$ cat config.mk
export PLATFORM = sky130hd
export DESIGN_NAME = hex_quoted_search_pattern_decoder
export DESIGN_NICKNAME = d
export VERILOG_FILES = /design/src/hdl/hqsp_pkg.sv /design/src/hdl/hqsp_decode.sv /design/src/hdl/hex_quoted_search_pattern_decoder.sv
export SDC_FILE = /design/constraint.sdc
export NUM_CORES = 1
export LEC_CHECK = 0
export ABC_AREA = 0
export BUFFER_PORTS_ARGS = -buffer_cell sky130_fd_sc_hd__buf_2
export CAP_MARGIN = 20
export CORE_ASPECT_RATIO = 1.25
export CORE_MARGIN = 2
export CORE_UTILIZATION = 55
export DETAILED_ROUTE_END_ITERATION = 10
export PLACE_DENSITY_LB_ADDON = 0.05
export REMOVE_ABC_BUFFERS = 1
export SETUP_SLACK_MARGIN = 0.3
export SYNTH_ARGS = -nofsm -noshare
export SYNTH_HDL_FRONTEND = slang
export SYNTH_SLANG_ARGS = --single-unit
$ cat constraint.sdc
create_clock -name clk_i -period 3.55 [get_ports clk_i]
set_clock_uncertainty 0.05 [all_clocks]
set_input_delay 0.71 -clock clk_i [delete_from_list [all_inputs] [get_ports clk_i]]
set_output_delay 0.71 -clock clk_i [all_outputs]
set_load 0.05 [all_outputs]
$ cat src/hdl/hqsp_pkg.sv
// Package: transfer types, character constants and hex helpers for the pattern decoder.
package hqsp_pkg;

  // One pattern character as it arrives.
  typedef struct packed {
    logic [15:0] char_code;
    logic        last_char;
  } in_item_t;

  // One result transfer.
  typedef struct packed {
    logic [7:0] data_byte;
    logic       byte_valid;
    logic       end_of_pattern;
    logic       pattern_failed;
  } out_item_t;

  // Number of results one character can cause (0, 1 or 2).
  typedef logic [1:0] res_count_t;

  localparam logic [15:0] DoubleQuote = 16'h0022;
  localparam logic [15:0] SingleQuote = 16'h0027;
  localparam logic [15:0] ByteLimit   = 16'h0080;
  localparam logic [3:0]  TenNibble   = 4'd10;

  // True for 0-9, a-f and A-F.
  function automatic logic is_hex(input logic [15:0] c);
    is_hex = (c >= 16'h0030 && c <= 16'h0039) ||
             (c >= 16'h0061 && c <= 16'h0066) ||
             (c >= 16'h0041 && c <= 16'h0046);
  endfunction

  // Nibble value of a hex digit.
  function automatic logic [3:0] hex_val(input logic [15:0] c);
    logic [3:0] v;
    if (c >= 16'h0030 && c <= 16'h0039) begin
      v = c[3:0];
    end else begin
      // a-f and A-F share the low three bits 1..6
      v = TenNibble + {1'b0, c[2:0]} - 4'd1;
    end
    hex_val = v;
  endfunction

endpackage

$ cat src/hdl/hqsp_decode.sv
// Character decoder: quote and nibble state, and the up to two results per character.
module hqsp_decode (
  input  logic                clk_i,
  input  logic                rst_ni,
  input  logic                accept_i,
  input  hqsp_pkg::in_item_t  item_i,
  output hqsp_pkg::out_item_t res0_o,
  output hqsp_pkg::out_item_t res1_o,
  output hqsp_pkg::res_count_t num_o
);

  logic       wide_q, wide_d;
  logic       byteq_q, byteq_d;
  logic       nw_q, nw_d;
  logic [3:0] hn_q, hn_d;
  logic       err_q, err_d;

  // Decode of the incoming character against the current state
  always_comb begin
    logic [15:0] c;
    logic        consumed;
    logic [7:0]  pend;
    logic        pend_v;
    c        = item_i.char_code;
    consumed = 1'b0;
    pend     = 8'd0;
    pend_v   = 1'b0;
    res0_o   = '0;
    res1_o   = '0;
    num_o    = 2'd0;
    wide_d   = wide_q;
    byteq_d  = byteq_q;
    nw_d     = nw_q;
    hn_d     = hn_q;
    err_d    = err_q;

    // flush or pair a waiting nibble
    if (nw_q) begin
      nw_d = 1'b0;
      hn_d = 4'd0;
      if (hqsp_pkg::is_hex(c)) begin
        res0_o.data_byte = {hn_q, hqsp_pkg::hex_val(c)};
        consumed         = 1'b1;
      end else begin
        res0_o.data_byte = {4'd0, hn_q};
      end
      res0_o.byte_valid = 1'b1;
      num_o             = 2'd1;
    end

    if (!consumed) begin
      if (c == hqsp_pkg::DoubleQuote && !byteq_q) begin
        wide_d = ~wide_q;
      end else if (c == hqsp_pkg::SingleQuote && !wide_q) begin
        byteq_d = ~byteq_q;
      end else if (wide_q) begin
        // no nibble can wait inside quotes, so both slots are free
        res0_o.data_byte  = c[7:0];
        res0_o.byte_valid = 1'b1;
        res1_o.data_byte  = c[15:8];
        res1_o.byte_valid = 1'b1;
        num_o             = 2'd2;
      end else if (byteq_q) begin
        if (c < hqsp_pkg::ByteLimit) begin
          pend   = c[7:0];
          pend_v = 1'b1;
        end else begin
          err_d = 1'b1;
        end
      end else if (hqsp_pkg::is_hex(c)) begin
        if (item_i.last_char) begin
          pend   = {4'd0, hqsp_pkg::hex_val(c)};
          pend_v = 1'b1;
        end else begin
          nw_d = 1'b1;
          hn_d = hqsp_pkg::hex_val(c);
        end
      end
    end

    // single byte from this character goes into the next free slot
    if (pend_v) begin
      if (num_o == 2'd0) begin
        res0_o.data_byte  = pend;
        res0_o.byte_valid = 1'b1;
        num_o             = 2'd1;
      end else begin
        res1_o.data_byte  = pend;
        res1_o.byte_valid = 1'b1;
        num_o             = 2'd2;
      end
    end

    // end of pattern: mark the final result, add a bare marker if none
    if (item_i.last_char) begin
      if (num_o == 2'd0) begin
        num_o = 2'd1;
      end
      if (num_o == 2'd1) begin
        res0_o.end_of_pattern = 1'b1;
        res0_o.pattern_failed = err_d;
      end else begin
        res1_o.end_of_pattern = 1'b1;
        res1_o.pattern_failed = err_d;
      end
      wide_d  = 1'b0;
      byteq_d = 1'b0;
      nw_d    = 1'b0;
      hn_d    = 4'd0;
      err_d   = 1'b0;
    end
  end

  // State registers, updated on each input transfer
  always_ff @(posedge clk_i or negedge rst_ni) begin
    if (!rst_ni) begin
      wide_q  <= 1'b0;
      byteq_q <= 1'b0;
      nw_q    <= 1'b0;
      hn_q    <= 4'd0;
      err_q   <= 1'b0;
    end else if (accept_i) begin
      wide_q  <= wide_d;
      byteq_q <= byteq_d;
      nw_q    <= nw_d;
      hn_q    <= hn_d;
      err_q   <= err_d;
    end
  end

endmodule

$ cat src/hdl/hex_quoted_search_pattern_decoder.sv
// Top level: search-pattern decoder with a four-entry result queue.
//
//  channel | direction | payload              | handshake
//  --------+-----------+----------------------+---------------------------
//  in      | input     | in_item_i  (17 bits) | in_valid_i / in_stall_o
//  out     | output    | out_item_o (11 bits) | out_valid_o / out_stall_i
//
// A character is decoded in the cycle it is transferred; its 0 to 2 results
// land in the queue and are offered on the output in order, one per cycle
// while out_stall_i is low. One character per cycle is taken while the queue
// has room for two results, so the rate is set by the single output port.
// Reset empties the queue and clears all quote and nibble state.
// in_stall_o rises only when more than two results are waiting; the head
// result holds while out_stall_i.
module hex_quoted_search_pattern_decoder #(
  parameter int unsigned QDepthLog2 = 2
) (
  input  logic                clk_i,
  input  logic                rst_ni,
  input  logic                in_valid_i,
  output logic                in_stall_o,
  input  hqsp_pkg::in_item_t  in_item_i,
  output logic                out_valid_o,
  input  logic                out_stall_i,
  output hqsp_pkg::out_item_t out_item_o
);

  localparam int unsigned QDepth = 1 << QDepthLog2;

  logic                in_xfer;
  logic                out_xfer;
  hqsp_pkg::out_item_t res0, res1;
  hqsp_pkg::res_count_t num;

  hqsp_pkg::out_item_t   queue_q [QDepth];
  logic [QDepthLog2-1:0] wr_q, wr_d, rd_q, rd_d;
  logic [QDepthLog2:0]   cnt_q, cnt_d;
  logic [QDepthLog2:0]   push;

  // Room for a worst-case character is two free entries
  assign in_stall_o  = (cnt_q > (QDepthLog2 + 1)'(QDepth - 2));
  assign in_xfer     = in_valid_i && !in_stall_o;
  assign out_valid_o = (cnt_q != '0);
  assign out_xfer    = out_valid_o && !out_stall_i;
  assign out_item_o  = queue_q[rd_q];

  hqsp_decode u_decode (
    .clk_i    (clk_i),
    .rst_ni   (rst_ni),
    .accept_i (in_xfer),
    .item_i   (in_item_i),
    .res0_o   (res0),
    .res1_o   (res1),
    .num_o    (num)
  );

  // Queue pointer and fill arithmetic
  always_comb begin
    push  = in_xfer ? (QDepthLog2 + 1)'(num) : '0;
    wr_d  = wr_q + push[QDepthLog2-1:0];
    rd_d  = out_xfer ? rd_q + 1'b1 : rd_q;
    cnt_d = cnt_q + push - (QDepthLog2 + 1)'(out_xfer);
  end

  always_ff @(posedge clk_i or negedge rst_ni) begin
    if (!rst_ni) begin
      wr_q  <= '0;
      rd_q  <= '0;
      cnt_q <= '0;
    end else begin
      wr_q  <= wr_d;
      rd_q  <= rd_d;
      cnt_q <= cnt_d;
    end
  end

  // Result storage, no reset needed
  always_ff @(posedge clk_i) begin
    if (in_xfer && num != 2'd0) begin
      queue_q[wr_q] <= res0;
    end
    if (in_xfer && num == 2'd2) begin
      queue_q[wr_q + 1'b1] <= res1;
    end
  end

endmodule

### Word-level counts from Yosys, hierarchy flattened

Memories as Yosys holds them, arrays and structs flattened.
Index checks and enable logic that the tools add are counted.

| operators by class | value |
|---|---|
| muxes and demuxes | 80 |
| reduce and logical (&&, ||, !) cells | 23 |
| $add $sub $neg | 7 |
| order comparisons | 8 |
| bitwise gates (word level) | 2 |
| equal/unequal tests | 6 |

Operators by type and width:

| cell | number |
|---|---|
| $mux 9 | 13 |
| $mux 8 | 8 |
| $mux 4 | 10 |
| $mux 1 | 35 |
| $eq 16x6->1 const B | 2 |
| $ge 16x7->1 const B | 2 |
| $le 16x7->1 const B | 2 |
| $mux 2 | 14 |
| $ge 16x6->1 const B | 1 |
| $le 16x6->1 const B | 1 |
| $lt 16x8->1 const B | 1 |
| $logic_and 1x1->1 | 9 |
| $reduce_bool 2->1 | 3 |
| $add 2x1->2 const B | 2 |
| $add 4x3->4 const A | 1 |
| $logic_not 1->1 | 4 |
| $logic_not 2->1 | 2 |
| $ne 2x2->1 const B | 2 |
| $reduce_and 4->1 | 1 |
| $sub 4x1->4 const B | 1 |
| $add 3x2->3 | 1 |
| $gt 3x2->1 const B | 1 |
| $reduce_and 3->1 | 1 |
| $reduce_bool 3->1 | 1 |
| 6 further kinds | 8 |

| storage, ports and cells | value |
|---|---|
| input bits | 21 |
| output and inout bits | 13 |
| memories kept | 1 |
| logic and storage cells | 135 |
| memory bits (writable) | 44 |
| register bits | 15 |

Memories:

| memory | words | width | rd ports | clocked after Yosys merged registers in | wr ports | line | source |
|---|---|---|---|---|---|---|---|
| queue_q | 4 | 11 | 1 | 0 | 2 | hex_quoted_search_pattern_decoder.sv:35 | `hqsp_pkg::out_item_t queue_q [QDepth];` |

### Longest topological paths before layout

| depth | value |
|---|---|
| depth after elaboration | 19 |
| mapped depth | 17 |
| mapped depth without buffers | 15 |

### Modules after synthesis

Synthesis repeated with hierarchy kept, for this count alone.

| unflattened totals | value |
|---|---|
| cells, all modules | 339 |
| area, all modules | 4001.3 um^2 |

By module, submodules not included:

| module | area an instance (um^2) | seq. area each (um^2) | cells an instance | times used |
|---|---|---|---|---|
| hex_quoted_search_pattern_decoder | 2786.4 | 1496.4 | 158 | 1 |
| hqsp_decode | 1214.9 | 200.2 | 181 | 1 |

### Worst setup path before layout

Ideal clock, no wire load.

| path | value |
|---|---|
| path type | input -> register |
| start point | input port in_item_i[1] (netlist name) |
| end point | register cnt_q[2] |
| stages | 14 |
| slack | -259 ps |
| data arrival time | 3636 ps |
| data required time | 3377 ps |
| setup time | 123 ps |
| path buffers | 2 |
| cells stage by stage | clkbuf_1 inv_1 ha_1 nor4b_1 or3b_4 a21boi_2 o21ai_2 o31ai_4 buf_2 nand2_1 ha_1 fa_1 xor2_1 xnor2_1 |

| on the way | value |
|---|---|
| longest elaborated chain between the ends | 18 |
| elaborated cells on any way between the ends | 38 |
| those cells by class | 2 x add/sub; 7 x order compare; 2 x eq/ne; 18 x mux; 9 x reduce/logical |

Ends and longest elaborated chain:

| element | line | source |
|---|---|---|
| start, declared | hex_quoted_search_pattern_decoder.sv:22 | `input hqsp_pkg::in_item_t in_item_i,` |
| $ge 16x6->1 (tied with other cells) | hqsp_pkg.sv:28 | `is_hex = (c >= 16'h0030 && c <= 16'h0039) \|\|` |
| $logic_and 1x1->1, on equally long branches | hqsp_pkg.sv:28, hqsp_pkg.sv:29 |  |
| $logic_or 1x1->1 | hqsp_pkg.sv:28 |  |
| $logic_or 1x1->1 | hqsp_pkg.sv:29 | `(c >= 16'h0061 && c <= 16'h0066) \|\|` |
| $mux 1 | hqsp_decode.sv:70 | `end else if (hqsp_pkg::is_hex(c)) begin` |
| $mux 1 | hqsp_decode.sv:63 | `end else if (byteq_q) begin` |
| $mux 1 | hqsp_decode.sv:56 | `end else if (wide_q) begin` |
| $mux 1 | hqsp_decode.sv:54 | `end else if (c == hqsp_pkg::SingleQuote && !wide_q) begin` |
| (+3 left out) | -- |  |
| $logic_not 2->1 | hqsp_decode.sv:96 | `if (num_o == 2'd0) begin` |
| $mux 2 | hqsp_decode.sv:96 |  |
| $mux 2 | hqsp_decode.sv:95 | `if (item_i.last_char) begin` |
| $mux 2 (*) | hqsp_decode.sv:95 |  |
| $mux 2 (*) | hex_quoted_search_pattern_decoder.sv:59 | `push = in_xfer ? (QDepthLog2 + 1)'(num) : '0;` |
| $add 3x2->3 (*) | hex_quoted_search_pattern_decoder.sv:62 | `cnt_d = cnt_q + push - (QDepthLog2 + 1)'(out_xfer);` |
| $sub 3x1->3 (*) | hex_quoted_search_pattern_decoder.sv:62 |  |
| named net cnt_d[2] | hex_quoted_search_pattern_decoder.sv:37 | `logic [QDepthLog2:0] cnt_q, cnt_d;` |
| end signal, assigned | hex_quoted_search_pattern_decoder.sv:73 | `cnt_q <= cnt_d;` |
| end, declared | hex_quoted_search_pattern_decoder.sv:37 |  |

The timed path passes the listed nets; every way through them passes the cells marked *. The select of a mux whose other input is x is not followed.
A chain may end at the register's enable or synchronous reset.

==> metrics.txt <==
outcome completed; internal power around 1.9 mW; sequential power share 0.341; wire length per cell between 15 and 20 um; Setup TNS 0 ps; switching pwr roughly 1.3 mW; Cell Rows 33; initial detailed-routing violation count approximately 190; post-synthesis area per instance 11.6 sq um; # setup viols final 0; synth warn 0; Netlist cell types 68; CP Launch Type input pin; Tightest Pin Transition between 700 and 800 ps; final-report hold violation count 0; Simple-Gate Fraction of Synth Area 0.133; placed instance count 473; combinational power share 0.451; RSZ-0062 raised after global routing false; Clk pin slew, worst setup/hold paths about 80 ps; Crit path required time 3600 ps; Pre-antenna DRT Iters 5; Post-Layout Cell Count between 400 and 500; Clk network pwr share 0.208; H-Tree Depth 3; DRC Markers 0; final cell utilization of the core 0.710; Syn-to-layout area delta 25.4%; post-DP HPWL 7160 um; Tcrit/Tclk final 0.903; number of global-route vias before repair 2833; Clock Latency Late Sink roughly 340 ps; min cycle time layout between 3000 and 4000 ps; switching part of the total 0.406; I/O pin count 34; post-synthesis sequential area ratio 0.457; ys flop type edfxtp_1; static leakage between 1.5 and 2 nW; Vias/cell ~6; maximum fanout along the worst path 12; largest net degree at the start of global routing 16; WL final 9300 um; largest family of logic cells by synthesized area multiplexers; top cell type's share of synthesized area 0.356; fmax approximately 0.31 GHz; Pwr Density around 690 nW/um^2; NumNets Final about 430; initial antenna violation count 0; Peak VDD IR around 0.00054 V; Max Cap Viol 0; Die W 77.5 um; pre-CTS WS -211 ps; top cells by count, synth 44 x edfxtp_1, 22 x a21oi_1, 22 x nand2_1; share of layout cells above drive strength 1 0.393; vias post-DR ~3000; area fraction in compound gates after synthesis 0.149; total track usage 0.260; Diodes inserted 0; EDFF count, synth 44; kind of critical path in -> reg; Post-Synth Adder-Cell Area 0.0357; die area 7430 sq um; CORE AREA ~6600 sq um; total gr overflow 0; clk root buf clkbuf_8; worst hold path class in -> async; max-slew violations 0; clk buf depth 2; hold_ws 214 ps; Yosys top cell by area edfxtp_1; CP Capture Type flop; worst rel slew slack 0.469; initial core utilization 0.566; Port Buffers 33; worst path arrival time roughly 3300 ps; most common cell in the netlist edfxtp_1; hold buffers post-CTS 0; Num CTS Buffers 9; Yosys reg bits 59; Post-DRT Antenna Nets 0; Die Span Y approximately 96 um; Async S/R FF share, synth 0.254; top cells by area, synth edfxtp_1 36%, dfrtp_1 10%, mux4_2 6.7%; multiplexer share of the synthesized area 0.163; Cells after Synth roughly 320; GPL Wtd Cong slightly below 1; Post-Syn Area between 3000 and 4000 sq um; Sink Count 59; CTS tree built; Synth Area in XOR/XNOR 0.0189; first-pass GRT wire length approximately 14000 um; Final WS setup 344 ps
## cells by family (layout without fill, tap and decap cells)
logic type / Yosys count / in the layout
buffers and inverters: 36 / 122
AO/OA/AOI/OAI: 77 / 77
XOR/XNOR: 8 / 8
adder cells (fa/ha/maj): 10 / 10
flip-flops: 59 / 59
multiplexers: 44 / 44
AND/OR/NAND/NOR: 85 / 85
## final cells by class
class | instances | area, sq um
fill | 479 | 1900
timing repair buffer | 89 | 612
clock buffer | 9 | 124
clock inverter | 7 | 92.6
inverter | 17 | 63.8
tap | 87 | 109
sequential | 59 | 1700
multi-input combinational | 224 | 1960
## power by group through the flow
stage | Clock, mW | Combinational [mW] | Sequential [mW]
after detailed placement | 0 | 1.40 | 1.11
after global routing | 0.704 | 1.56 | 1.12
after floorplan | 0 | 1.01 | 1.06
final | 0.667 | 1.45 | 1.10
after global placement | 0 | 1.37 | 1.10
after CTS | 0.677 | 1.41 | 1.10
## per-layer routing
| layer | routed length [um] | global-route usage |
|---|---|---|
| met4 | 198 | 0.113 |
| met5 | 0 | 0 |
| met1 | 3830 | 0.315 |
| met2 | 4870 | 0.459 |
| met3 | 413 | 0.0469 |
## placed cells by master, fill, tap and decap left out, drive strengths merged, types with 5 or more instances in the layout
cell type,instances
buf,89
edfxtp,44
nand2,23
a21oi,22
mux2i,21
inv,17
dfrtp,15
o21ai,14
nor2,12
mux2,12
mux4,11
clkbuf,9
ha,9
o22ai,7
nor3,7
nand3,6
a22oi,5
a21boi,5
## through the flow
step / power, mW / area [sq um]
finish: 3.22 / 4660
global placement: 2.47 / 4300
CTS: 3.19 / 4520
global route: 3.38 / 4660
floorplan: 2.07 / 3610
detailed placement: 2.51 / 4300
## critical path: stages
cell	delay [ps]
buf_2	120
or4_4	560
nor3b_4	320
o21ai_4	100
buf_4	170
o21ai_4	160
o31ai_4	110
buf_6	160
and3_2	250
or3_1	410
buf_6	170
## state kept, by name, indices dropped and copies added (netlist names)
register / flops
u_decode.wide_q: 1
u_decode.nw_q: 1
u_decode.byteq_q: 1
u_decode.err_q: 1
u_decode.hn_q: 4
wr_q: 2
queue_q: 44
cnt_q: 3
rd_q: 2
## final timing paths
path / slack, ps / startpoint / end / cells after the start
setup reg to reg: 710 / u_decode.byteq_q / cnt_q[2] / 15
min in group clk_i: 440 / cnt_q[2] / cnt_q[2] / 1
hold / removal: 210 / rst_ni / u_decode.hn_q[1] / 1
setup / recovery: 340 / in_item_i[16] / queue_q[2][9] / 11
max in group asynchronous: 2980 / rst_ni / wr_q[0] / 1
hold reg to reg: 440 / cnt_q[2] / cnt_q[2] / 1
## timing repair
action,in CTS,in global routing
setup endpoints to repair,24,43
buffers inserted,0,3
gates resized for setup,4,24
pin swaps,0,11
Note: power is estimated with default switching activity, not from simulation.
